`src/sv/ktsmp_pkg.sv`:
```
// Shared types and constants for the keyframe track sampler.
// No dependencies; imported by every module of the block.
package ktsmp_pkg;

	localparam logic [16:0] Q_ONE  = 17'h10000;
	localparam logic [16:0] Q_HALF = 17'h08000;

	typedef enum logic [1:0] {
		OP_WR_TKEY = 2'd0,
		OP_WR_FKEY = 2'd1,
		OP_SAMPLE  = 2'd2,
		OP_UNUSED  = 2'd3
	} op_e;

	localparam logic [2:0] EASE_LINEAR   = 3'd0;
	localparam logic [2:0] EASE_STEP     = 3'd1;
	localparam logic [2:0] EASE_QIN      = 3'd2;
	localparam logic [2:0] EASE_QOUT     = 3'd3;
	localparam logic [2:0] EASE_QINOUT   = 3'd4;
	localparam logic [2:0] EASE_CIN      = 3'd5;
	localparam logic [2:0] EASE_COUT     = 3'd6;
	localparam logic [2:0] EASE_CINOUT   = 3'd7;

	localparam logic CFG_TKEY_COUNT = 1'b0;
	localparam logic CFG_FKEY_COUNT = 1'b1;

	typedef enum logic [2:0] {
		S_IDLE,
		S_F_SCAN,
		S_T_FIRST,
		S_T_LAST,
		S_T_SCAN,
		S_DIV,
		S_INTERP,
		S_DONE
	} state_e;

	typedef struct packed {
		logic [1:0]         op;
		logic [5:0]         key_index;
		logic [63:0]        time_req;
		logic signed [31:0] in_pos_x;
		logic signed [31:0] in_pos_y;
		logic signed [31:0] in_rotation;
		logic signed [31:0] in_scale;
		logic [2:0]         easing;
		logic [31:0]        in_cell;
	} item_t;

	typedef struct packed {
		logic signed [31:0] pos_x;
		logic signed [31:0] pos_y;
		logic signed [31:0] rotation;
		logic signed [31:0] scale;
		logic               transform_valid;
		logic [31:0]        cell_res;
		logic               frame_valid;
	} result_t;

	typedef struct packed {
		logic [63:0]        key_time;
		logic signed [31:0] pos_x;
		logic signed [31:0] pos_y;
		logic signed [31:0] rotation;
		logic signed [31:0] scale;
		logic [2:0]         easing;
	} tkey_t;

	typedef struct packed {
		logic [63:0] key_time;
		logic [31:0] sprite;
	} fkey_t;

	typedef struct packed {
		logic               start;
		logic [15:0]        x;
		logic [2:0]         kind;
	} interp_req_t;

	typedef struct packed {
		logic signed [31:0] pos_x;
		logic signed [31:0] pos_y;
		logic signed [31:0] rotation;
		logic signed [31:0] scale;
	} blend_t;

endpackage

```
`src/sv/ktsmp_div.sv`:
```
// Restoring divider: 16-bit fraction floor(num * 2^16 / den), one bit per cycle.
// Depends on ktsmp_pkg.
module ktsmp_div (
	input  logic        clk,
	input  logic        arst_n,
	input  logic        start,
	input  logic [63:0] num,
	input  logic [63:0] den,
	input  logic        zero,
	output logic        done,
	output logic [15:0] quot
);
	import ktsmp_pkg::*;

	logic        busy_q;
	logic        done_q;
	logic [4:0]  cnt_q;
	logic [63:0] r_q;
	logic [63:0] d_q;
	logic [15:0] q_q;
	logic        zero_q;
	logic [64:0] shifted;
	logic        take;

	assign shifted = {r_q, 1'b0};
	assign take = shifted[64] || (shifted[63:0] >= d_q);

	always_ff @(posedge clk or negedge arst_n) begin
		if (!arst_n) begin
			busy_q <= 1'b0;
			done_q <= 1'b0;
			cnt_q  <= '0;
		end else begin
			done_q <= 1'b0;
			if (start) begin
				busy_q <= 1'b1;
				cnt_q  <= 5'd16;
			end else if (busy_q) begin
				cnt_q <= cnt_q - 5'd1;
				if (cnt_q == 5'd1) begin
					busy_q <= 1'b0;
					done_q <= 1'b1;
				end
			end
		end
	end

	always_ff @(posedge clk) begin
		if (start) begin
			r_q    <= num;
			d_q    <= den;
			q_q    <= '0;
			zero_q <= zero;
		end else if (busy_q) begin
			r_q <= take ? (shifted[63:0] - d_q) : shifted[63:0];
			q_q <= {q_q[14:0], take};
		end
	end

	assign done = done_q;
	assign quot = zero_q ? 16'd0 : q_q;

endmodule

```
`config.mk`:
```
export PLATFORM = sky130hd
export DESIGN_NAME = ktsmp_div
export DESIGN_NICKNAME = d
export VERILOG_FILES = /design/src/sv/ktsmp_pkg.sv /design/src/sv/ktsmp_div.sv
export SDC_FILE = /design/constraint.sdc
export NUM_CORES = 1
export LEC_CHECK = 0
export ABC_AREA = 1
export ABC_CLOCK_PERIOD_IN_PS = 3800
export BUFFER_PORTS_ARGS = -buffer_cell sky130_fd_sc_hd__buf_2
export CELL_PAD_IN_SITES_DETAIL_PLACEMENT = 1
export CELL_PAD_IN_SITES_GLOBAL_PLACEMENT = 1
export CORE_ASPECT_RATIO = 2
export CORE_MARGIN = 2
export CORE_UTILIZATION = 42
export CTS_CLUSTER_DIAMETER = 200
export DETAILED_ROUTE_END_ITERATION = 10
export PLACE_DENSITY_LB_ADDON = 0.1
export REMOVE_ABC_BUFFERS = 1
export SKIP_CTS_REPAIR_TIMING = 1
export SLEW_MARGIN = 30
export SYNTH_ARGS = -nofsm -noshare
export SYNTH_HDL_FRONTEND = slang
export SYNTH_SLANG_ARGS = --single-unit
```
`constraint.sdc`:
```
create_clock -name clk -period 3.8 [get_ports clk]
set_input_delay 0.19 -clock clk [delete_from_list [all_inputs] [get_ports clk]]
set_output_delay 0.19 -clock clk [all_outputs]
set_load 0.01 [all_outputs]
```
==> impl_metrics.ini, run 1 <==
[outcome]
status = complete, but fails checks
violations = hold timing

[timing]
finalCritPeriodShare_pct = 82.51
slew_violations = 0
maxSlewHeadroom_pct = 42.44
worst_pin_slew_ns = 0.8633
final-hold-violation-count = 5
finalSetupViolCount = 0
clock.fmax_mhz = 318.9
rsz0062_at_grt = no
clock_skew_ns = 0.01341
setup-tns-final_ns = 0
timing.final.ws_setup_ns = 0.6646
period_minus_slack_ns = 3.135
fin_hold_ws_ns = -0.006580

[logic_synthesis]
synthTopCellsByArea = edfxtp_1, nand2_1, inv_1
ys_seq_area_share_pct = 34.07
yosysUniqueCellTypes = 36
synth_top_cell_by_area = edfxtp_1
synth_common_cells = nand2_1, inv_1, edfxtp_1, nand3_1, nor2_1
syn_area_per_cell_um2 = 6.387
synth_area_um2 = 12820
syn-instance-count = 2008
synth_top_area_share_pct = 30.20
synthFlopType = edfxtp_1
synth.most_common_cell = nand2_1
synth-edff-count = 129
async_flop_share_pct = 4.605
synth-seq-cells = 152
ys_warn_count = 0

[run]
drv_cap = 0

[critical_path]
crit_path_cell_trace = fa_1 -> nand2_1 -> nand2_1 -> nand3b_1 -> nand2_2 -> nand2_2 -> nand2_2 -> nand2_1 -> nand3_2 -> nand2_4 -> buf_4 -> nand3b_1 -> nand3_1 -> nand2_1
crit_slowest_cell = fa_1
endpoint = r_q[8]
crit_fanout = 34
crit_required_ns = 4.02
r2r_end = r_q[8]
critical_path.top_delay_family = simple AND/OR/NAND/NOR gates
crit_top_cell = nand2_1
rrSetupSlack_ns = 0.66
cp.depth = 14
worstSetupStartpoint = r_q[0]
cp-start-kind = flop
critical_path_class = reg -> reg
path_buf_inv = 1
cp_data_arrival_time_ns = 3.35
cp-end-kind = flop
crit-reg2reg-launch = r_q[0]
reg2reg_depth = 14
cp_slowest_stage_delay_ns = 0.52

[floorplanning]
fp.dieH_um = 251.1
initial_utilization_pct = 42.66
pin_count = 149
rows = 90
core_um2 = 30070
die_area_um2 = 32030
die_w_um = 127.6

[pwr]
leakagePower_nw = 8.597
ir_drop_mv = 0.4082
power_density_nw_per_um2 = 788.0
power_mw = 11.98

[clocking]
cts_tree = built
clk_pin_slew_ns = 0.08
htreeDepth = 4
cts_root_buf = clkbuf_16
cts_buffers = 17
clock-sinks = 152
ctsLongestPathBuffers = 2
clk_latency_ns = 0.46

[routing]
wl_per_cell_um = 18.76
finalWirelength_um = 48720
drtIter0Drc = 447
drtAntennaViolNets = 0
firstDrtPassIters = 8
drc = 0
num_vias = 13210
via_per_inst = 5.086

[placed_design]
place_area_um2 = 13940
pre_cts_slack_ns = 0.6680
io_buffer_count = 148
place.gp.congestion = 0.9556
dp_hpwl_um = 38910
placed_cells = 2498

[final_layout]
nFillCells = 4095
multiInputGateArea_um2 = 6573
ff_latch_area_um2 = 4369
layout.nets = 2415
design_area_um2 = 15210
syn2layout_area_growth_pct = 18.58
fin_cells = 2597
final_layout_size_suffix_gt1_share_pct = 10.77
antenna_cells = 0

[global_routing]
grt_first_pass_wirelength_um = 74090
antenna_found_initial = 0
grt_use_total_pct = 30.53
grt_max_degree = 70
overflow = 0
grt_pass1_vias = 14340

[hold_path]
min_path_type = in -> reg
worstHoldStart = num[10]
==> power by group <==
part / internal (mW) / total [mW] / leakage [nW] / switching (mW)
clock: 0.888 / 1.78 / 0.296 / 0.887
combinational: 2.46 / 7.59 / 6.76 / 5.13
sequential: 2.37 / 2.62 / 1.54 / 0.247
total: 5.72 / 12.0 / 8.60 / 6.27
==> cell type report <==
cell class / instances / area share [%]
clock inverters: 15 / 1.111
flip-flops and latches: 152 / 28.73
inverters: 450 / 11.11
clock buffers: 17 / 2.797
well taps: 368 / 3.028
multi-input cells: 1369 / 43.22
repair buffers: 226 / 10.00
==> worst reg2reg max path, stage by stage (launching register included) <==
cell and delay (ns):
edfxtp_1 0.44, fa_1 0.52, nand2_1 0.16, nand2_1 0.07, nand3b_1 0.12, nand2_2 0.12
nand2_2 0.09, nand2_2 0.12, nand2_1 0.13, nand3_2 0.10, nand2_4 0.21, buf_4 0.42
nand3b_1 0.18, nand3_1 0.14, nand2_1 0.07
==> stage by stage <==
stage | util [%] | hold WS [ns]
floorplan | - | -0.1056
global placement | 46.37 | 0.02686
detailed placement | 46.37 | 0.03023
CTS | 48.35 | -0.4707
global route | 50.58 | 0.001412
finish | 50.58 | -0.006580
==> state kept, by name, indices dropped and copies added, names as in the netlist <==
name	flops
q_q	16
r_q	64
zero_q	1
busy_q	1
d_q	64
cnt_q	5
done	1
==> kinds of logic (layout without fill, tap and decap cells) <==
| group | after synthesis | after routing | synth area share (%) |
|---|---|---|---|
| AND/OR/NAND/NOR | 1193 | 1193 | 39.13 |
| buffers and inverters | 487 | 708 | 14.68 |
| flip-flops | 152 | 152 | 34.07 |
| AO/OA/AOI/OAI | 79 | 79 | 3.473 |
| adder cells (fa/ha/maj) | 67 | 67 | 6.595 |
| XOR/XNOR | 30 | 30 | 2.049 |
==> layer usage <==
metal / wire length [um] / vias up / part of all wire, % / track usage (%)
li1: - / 6530 / - / -
met1: 16670 / 6286 / 34 / 27.95
met2: 27360 / 264 / 56 / 60.96
met3: 1206 / 128 / 2.5 / 3.745
met4: 3475 / 0 / 7.1 / 19.53
met5: 0 / - / 0 / 0
==> placed cells by master (no fill, tap or decap), types with 3 or more instances in the layout <==
master         Yosys  layout
nor3_1            12      12
dfxtp_1           16      16
inv_2             20      22
buf_2              5     147
xnor2_1           30      30
nor4_1             3       3
nand4_1           20      20
dfrtp_1            7       7
o22ai_1           16      16
buf_4              0      10
clkbuf_16          0      17
o21bai_1           3       3
ha_1              66      66
inv_1            427     427
nand2_1          830     830
nor2_1           119     119
nor2_4             3       3
nand3b_1          57      57
inv_4              0       3
nand2_2           10      10
a21oi_1           42      42
clkinv_8           0       4
inv_8              0       6
dlygate4sd3_1      0      67
nand3_1          126     126
edfxtp_1         129     129
nor2_2             7       7
o21ai_0           12      12
==> how the worst min path moves through the flow <==
| stage | slack (ns) | cells past startpoint | end |
|---|---|---|---|
| after floorplan | -0.11 | 0 | busy_q |
| after global placement | 0.03 | 1 | cnt_q[2] |
| after detailed placement | 0.03 | 1 | cnt_q[3] |
| after CTS | -0.47 | 1 | cnt_q[3] |
| after global routing | 0.001 | 3 | r_q[18] |
| final | -0.007 | 3 | r_q[10] |
No activity file was read; power rests on OpenSTA's default activity.
==> run 2, diff against run 1 <==
Settings changed: ABC_AREA 1 to 0, ABC_CLOCK_PERIOD_IN_PS 3800 to 3100, CORE_UTILIZATION 42 to 45.
Clock period 3.8 ns to 3.1 ns, I/O delays scaled along.
==> run 2 against run 1 <==
The run ends with hold timing, setup timing left. Final area decreased by 3.4%. Fmax decreased by 14%. Via count decreased by 20%. Setup slack got worse by 1.2 ns. Synthesized cell count decreased by 45%. Largest power group unchanged.
==> impl_metrics.ini, run 2 <==
[outcome]
status = complete, but fails checks
violations = hold timing, setup timing

[clocking]
cts_root_buf = clkbuf_16
cts_tree = built
clk_pin_slew_ns = 0.07
htreeDepth = 4
clk_latency_ns = 0.47
cts_buffers = 17
ctsLongestPathBuffers = 2
clock-sinks = 152

[critical_path]
crit_slowest_cell = edfxtp_1
critical_path.top_delay_family = compound AO/OA/AOI/OAI gates
critical_path_class = reg -> reg
r2r_end = r_q[36]
crit-reg2reg-launch = r_q[22]
path_buf_inv = 4
crit_path_cell_trace = ha_1 -> a21oi_1 -> o21ai_0 -> buf_4 -> nor3_1 -> buf_4 -> a21oi_4 -> a21o_1 -> a211oi_4 -> buf_6 -> clkbuf_16 -> o21ai_2 -> mux2_4
cp_slowest_stage_delay_ns = 0.43
cp-start-kind = flop
crit_required_ns = 3.32
cp-end-kind = flop
cp.depth = 13
reg2reg_depth = 13
rrSetupSlack_ns = -0.53
crit_top_cell = buf_4
cp_data_arrival_time_ns = 3.85
crit_fanout = 6

[global_routing]
grt_use_total_pct = 28.08
grt_max_degree = 69
overflow = 0
grt_first_pass_wirelength_um = 52920
grt_pass1_vias = 10610
antenna_found_initial = 0

[routing]
via_per_inst = 5.970
drc = 0
finalWirelength_um = 43270
wl_per_cell_um = 24.32
drtIter0Drc = 657
firstDrtPassIters = 5
num_vias = 10620
drtAntennaViolNets = 0

[floorplanning]
die_w_um = 111.1
rows = 78
fp.dieH_um = 218.2
core_um2 = 22640
pin_count = 149
initial_utilization_pct = 45.61
die_area_um2 = 24250

[hold_path]
hold-path-cell-count = 2
min_path_type = in -> reg
hold_end = r_q[13]
worstHoldStart = num[13]

[placed_design]
placed_cells = 1659
dp_hpwl_um = 26960
io_buffer_count = 148
place.gp.congestion = 0.8889

[logic_synthesis]
synth.most_common_cell = edfxtp_1
synth-seq-cells = 152
async_flop_share_pct = 4.605
synthFlopType = edfxtp_1
synthTopCellsByArea = edfxtp_1, ha_1, a21oi_1
synth_area_um2 = 10330
ys_warn_count = 0
synth-edff-count = 129
syn-instance-count = 1107
synth_top_cell_by_area = edfxtp_1
syn_area_per_cell_um2 = 9.329
yosysUniqueCellTypes = 65
synth_common_cells = edfxtp_1, nand2_1, a21oi_1, inv_1, o21ai_0
ys_seq_area_share_pct = 42.31
synth_top_area_share_pct = 37.51

[timing]
worst_pin_slew_ns = 0.8416
slew_violations = 0
finalSetupViolCount = 65
clock_skew_ns = 0.01351
timing.final.ws_setup_ns = -0.5346
finalCritPeriodShare_pct = 117.2
fin_hold_ws_ns = -0.01674
clock.fmax_mhz = 275.1
rsz0062_at_grt = yes
final-hold-violation-count = 11
maxSlewHeadroom_pct = 43.90
period_minus_slack_ns = 3.635

[final_layout]
antenna_cells = 0
syn2layout_area_growth_pct = 42.27
layout.nets = 1685
layout_commonest_cell = buf_4
mostFrequentLayoutCells = buf_4, buf_2, edfxtp_1
final_layout_size_suffix_gt1_share_pct = 33.09
top_regs = d_q: 64 flops, r_q: 64 flops, q_q: 16 flops
fin_cells = 1779

[pwr]
ir_drop_mv = 0.5973
power_density_nw_per_um2 = 1122
leakagePower_nw = 6.645

[run]
drv_cap = 0
## run 2: changes by cell type in the layout (fill, tap and decap cells not counted), sizes merged, moves of 59 or more
cell / previous run / this run
a21oi: 45 / 104
nand3: 127 / 20
nand2: 841 / 116
buf: 159 / 343
o21ai: 14 / 85
inv: 460 / 92
## run 2: final cells by class
type                    count  area [um^2]
multi-input cells         809         5841
repair buffers            418         3203
flip-flops and latches    152         4369
inverters                  88        330.3
well taps                 280        350.3
clock inverters             8        51.30
fillers                  2532         7949
clock buffers              24        548.0
## run 2: how the worst max path moves through the flow
stage                 start      end  slack, ns
floorplan            r_q[0]  r_q[10]      -2.52
global placement     r_q[0]  r_q[36]      -0.45
detailed placement   r_q[0]  r_q[58]      -0.52
CTS                  r_q[0]  r_q[58]      -0.54
global route        r_q[22]  r_q[36]      -0.64
finish              r_q[22]  r_q[36]      -0.53
## run 2: stage by stage
step | power, mW | area [um^2] | setup TNS (ns) | setup WS [ns] | util (%)
after floorplan | 8.203 | 10080 | -136.87 | -2.517 | -
after global placement | 11.71 | 12640 | -18.40 | -0.4524 | 55.82
after detailed placement | 12.04 | 12640 | -24.21 | -0.5239 | 55.82
after CTS | 14.30 | 13240 | -25.52 | -0.5376 | 58.47
after global routing | 17.23 | 14690 | -32.98 | -0.6371 | 64.89
final | 16.48 | 14690 | -26.40 | -0.5346 | 64.89
## run 2: report_power, final
part	switching, mW	internal [mW]	total [mW]
registers	0.442	2.96	3.40
clock network	0.954	1.24	2.20
logic	5.84	5.04	10.9
## run 2: kinds of logic after synthesis
group                      count (synthesis)  share of synthesized area, %
xor gates and xnor gates                  55                         4.664
adders and majority gates                 67                         8.190
AOI/OAI and AO/OA                        315                         19.11
buffers and inverters                    146                         5.561
DFF                                      152                         42.31
and+or+nand+nor                          317                         14.44
muxes                                     55                         5.731
## run 2: layer usage
layer,routed length [um],vias up,global-route usage (%)
li1,-,4772,-
met2,24050,415,57.59
met1,14070,5222,25.18
met4,3497,0,16.17
met5,0,-,0
met3,1655,212,4.354
==> run 3, diff against run 2 <==
Settings changed: PLACE_DENSITY from default to 0.78, PLACE_DENSITY_LB_ADDON 0.1 to default.
==> run 3 against run 2 <==
The flow still finishes with violations (hold timing, setup timing). Combinational power is 6% higher. Sequential cell count unchanged. Final cell count up 0.56%. Clock-buffer cell count down 7. Non-clock buffer count rose by 10. Fmax down 7.9%. Critical endpoint is now r_q[6].
==> impl_metrics.ini, run 3 (synthesized netlist as in run 2, its figures left out) <==
[floorplanning]
fp.dieH_um = 218.2
pin_count = 149
die_area_um2 = 24250
rows = 78
initial_utilization_pct = 45.61
die_w_um = 111.1
core_um2 = 22640

[final_layout]
layout.nets = 1695
fin_util_pct = 65.53
nFillCells = 2500
syn2layout_area_growth_pct = 43.68
fin_cells = 1789
final_layout_size_suffix_gt1_share_pct = 35.26
design_area_um2 = 14840
mostFrequentLayoutCells = buf_4, buf_2, edfxtp_1
antenna_cells = 0
layout_commonest_cell = buf_4
top_regs = d_q: 64 flops, r_q: 64 flops, q_q: 16 flops

[timing]
worst_pin_slew_ns = 0.9135
final-hold-violation-count = 9
clock_skew_ns = 0.02198
timing.final.ws_setup_ns = -0.8449
slew_violations = 0
period_minus_slack_ns = 3.945
finalCritPeriodShare_pct = 127.3
maxSlewHeadroom_pct = 39.10
finalSetupViolCount = 65
clock.fmax_mhz = 253.5
rsz0062_at_grt = yes
fin_hold_ws_ns = -0.02540
setup-tns-final_ns = -47.15

[critical_path]
cp-end-kind = flop
critical_path_class = reg -> reg
cp-start-kind = flop
crit_path_cell_trace = ha_1 -> a21oi_1 -> o21ai_0 -> nor3_1 -> buf_4 -> a21oi_4 -> a21o_1 -> a211oi_4 -> buf_6 -> clkbuf_16 -> o31ai_2 -> mux2_4
path_buf_inv = 3
reg2reg_depth = 12
cp_data_arrival_time_ns = 4.16
cp.depth = 12
crit_slowest_cell = edfxtp_1
cp_slowest_stage_delay_ns = 0.46
crit_fanout = 7
critical_path.top_delay_family = compound AO/OA/AOI/OAI gates
crit_required_ns = 3.31

[clocking]
cts_root_buf = clkbuf_16
cts_tree = built
htreeDepth = 4
clock-sinks = 152
ctsLongestPathBuffers = 2
cts_buffers = 17
clk_latency_ns = 0.48
clk_pin_slew_ns = 0.08

[placed_design]
io_buffer_count = 148
pre_cts_slack_ns = -0.5616
place_area_um2 = 12650
place.gp.congestion = 0.9424
placed_cells = 1664
dp_hpwl_um = 27420

[hold_path]
min_path_type = in -> reg
hold-path-cell-count = 2

[routing]
finalWirelength_um = 46690
firstDrtPassIters = 5
wl_per_cell_um = 26.10
via_per_inst = 6.164
num_vias = 11030
drtIter0Drc = 708
drc = 0
drtAntennaViolNets = 0

[global_routing]
antenna_found_initial = 0
grt_max_degree = 65
grt_pass1_vias = 10910
grt_first_pass_wirelength_um = 55760
grt_use_total_pct = 29.72
overflow = 0

[pwr]
ir_drop_mv = 0.6618
leakagePower_nw = 6.724
power_mw = 17.13
power_density_nw_per_um2 = 1155

[outcome]
violations = hold timing, setup timing
status = complete, but fails checks

[run]
drv_cap = 0
-- run 3: cell types whose count changed in the layout (fill, tap and decap cells not counted), moves of 4 or more --
cell / before / now
o21ai_0: 50 / 36
buf_4: 174 / 186
o21ai_2: 21 / 32
mux2_2: 13 / 6
mux2_4: 20 / 27
inv_6: 1 / 5
-- run 3: final cells by class --
| type | instances | area [um^2] | share of cell area (%) |
|---|---|---|---|
| Clock buffer | 17 | 425.4 | 2.867 |
| Clock inverter | 15 | 141.4 | 0.9529 |
| Inverter | 88 | 330.3 | 2.226 |
| Multi-Input combinational cell | 809 | 5943 | 40.05 |
| Sequential cell | 152 | 4369 | 29.45 |
| Tap cell | 280 | 350.3 | 2.361 |
| Timing Repair Buffer | 428 | 3278 | 22.09 |
-- run 3: path summary, 6_finish.rpt --
kind | slack, ns | start | endpoint
worst max-delay path | -0.84 | r_q[22] | r_q[6]
worst min-delay path | -0.03 | num[46] | r_q[46]
worst max register to register | -0.84 | r_q[22] | r_q[6]
worst min register to register | 0.56 | q_q[7] | q_q[7]
max in group asynchronous | 2.88 | arst_n | cnt_q[0]
min in group asynchronous | 0.04 | arst_n | busy_q
-- run 3: layer usage --
metal / GRT usage (%) / vias to the layer above / wire (um)
met5: 0 / - / 0
li1: - / 4789 / -
met2: 60.59 / 563 / 24790
met4: 18.93 / 0 / 4418
met1: 26.03 / 5383 / 15060
met3: 4.853 / 293 / 2427
-- run 3: report_power, final --
group | internal, mW | leakage [nW] | switching [mW]
registers | 2.96 | 1.53 | 0.478
logic | 5.27 | 4.92 | 6.29
clock network | 1.12 | 0.278 | 1.01
total | 9.35 | 6.72 | 7.78
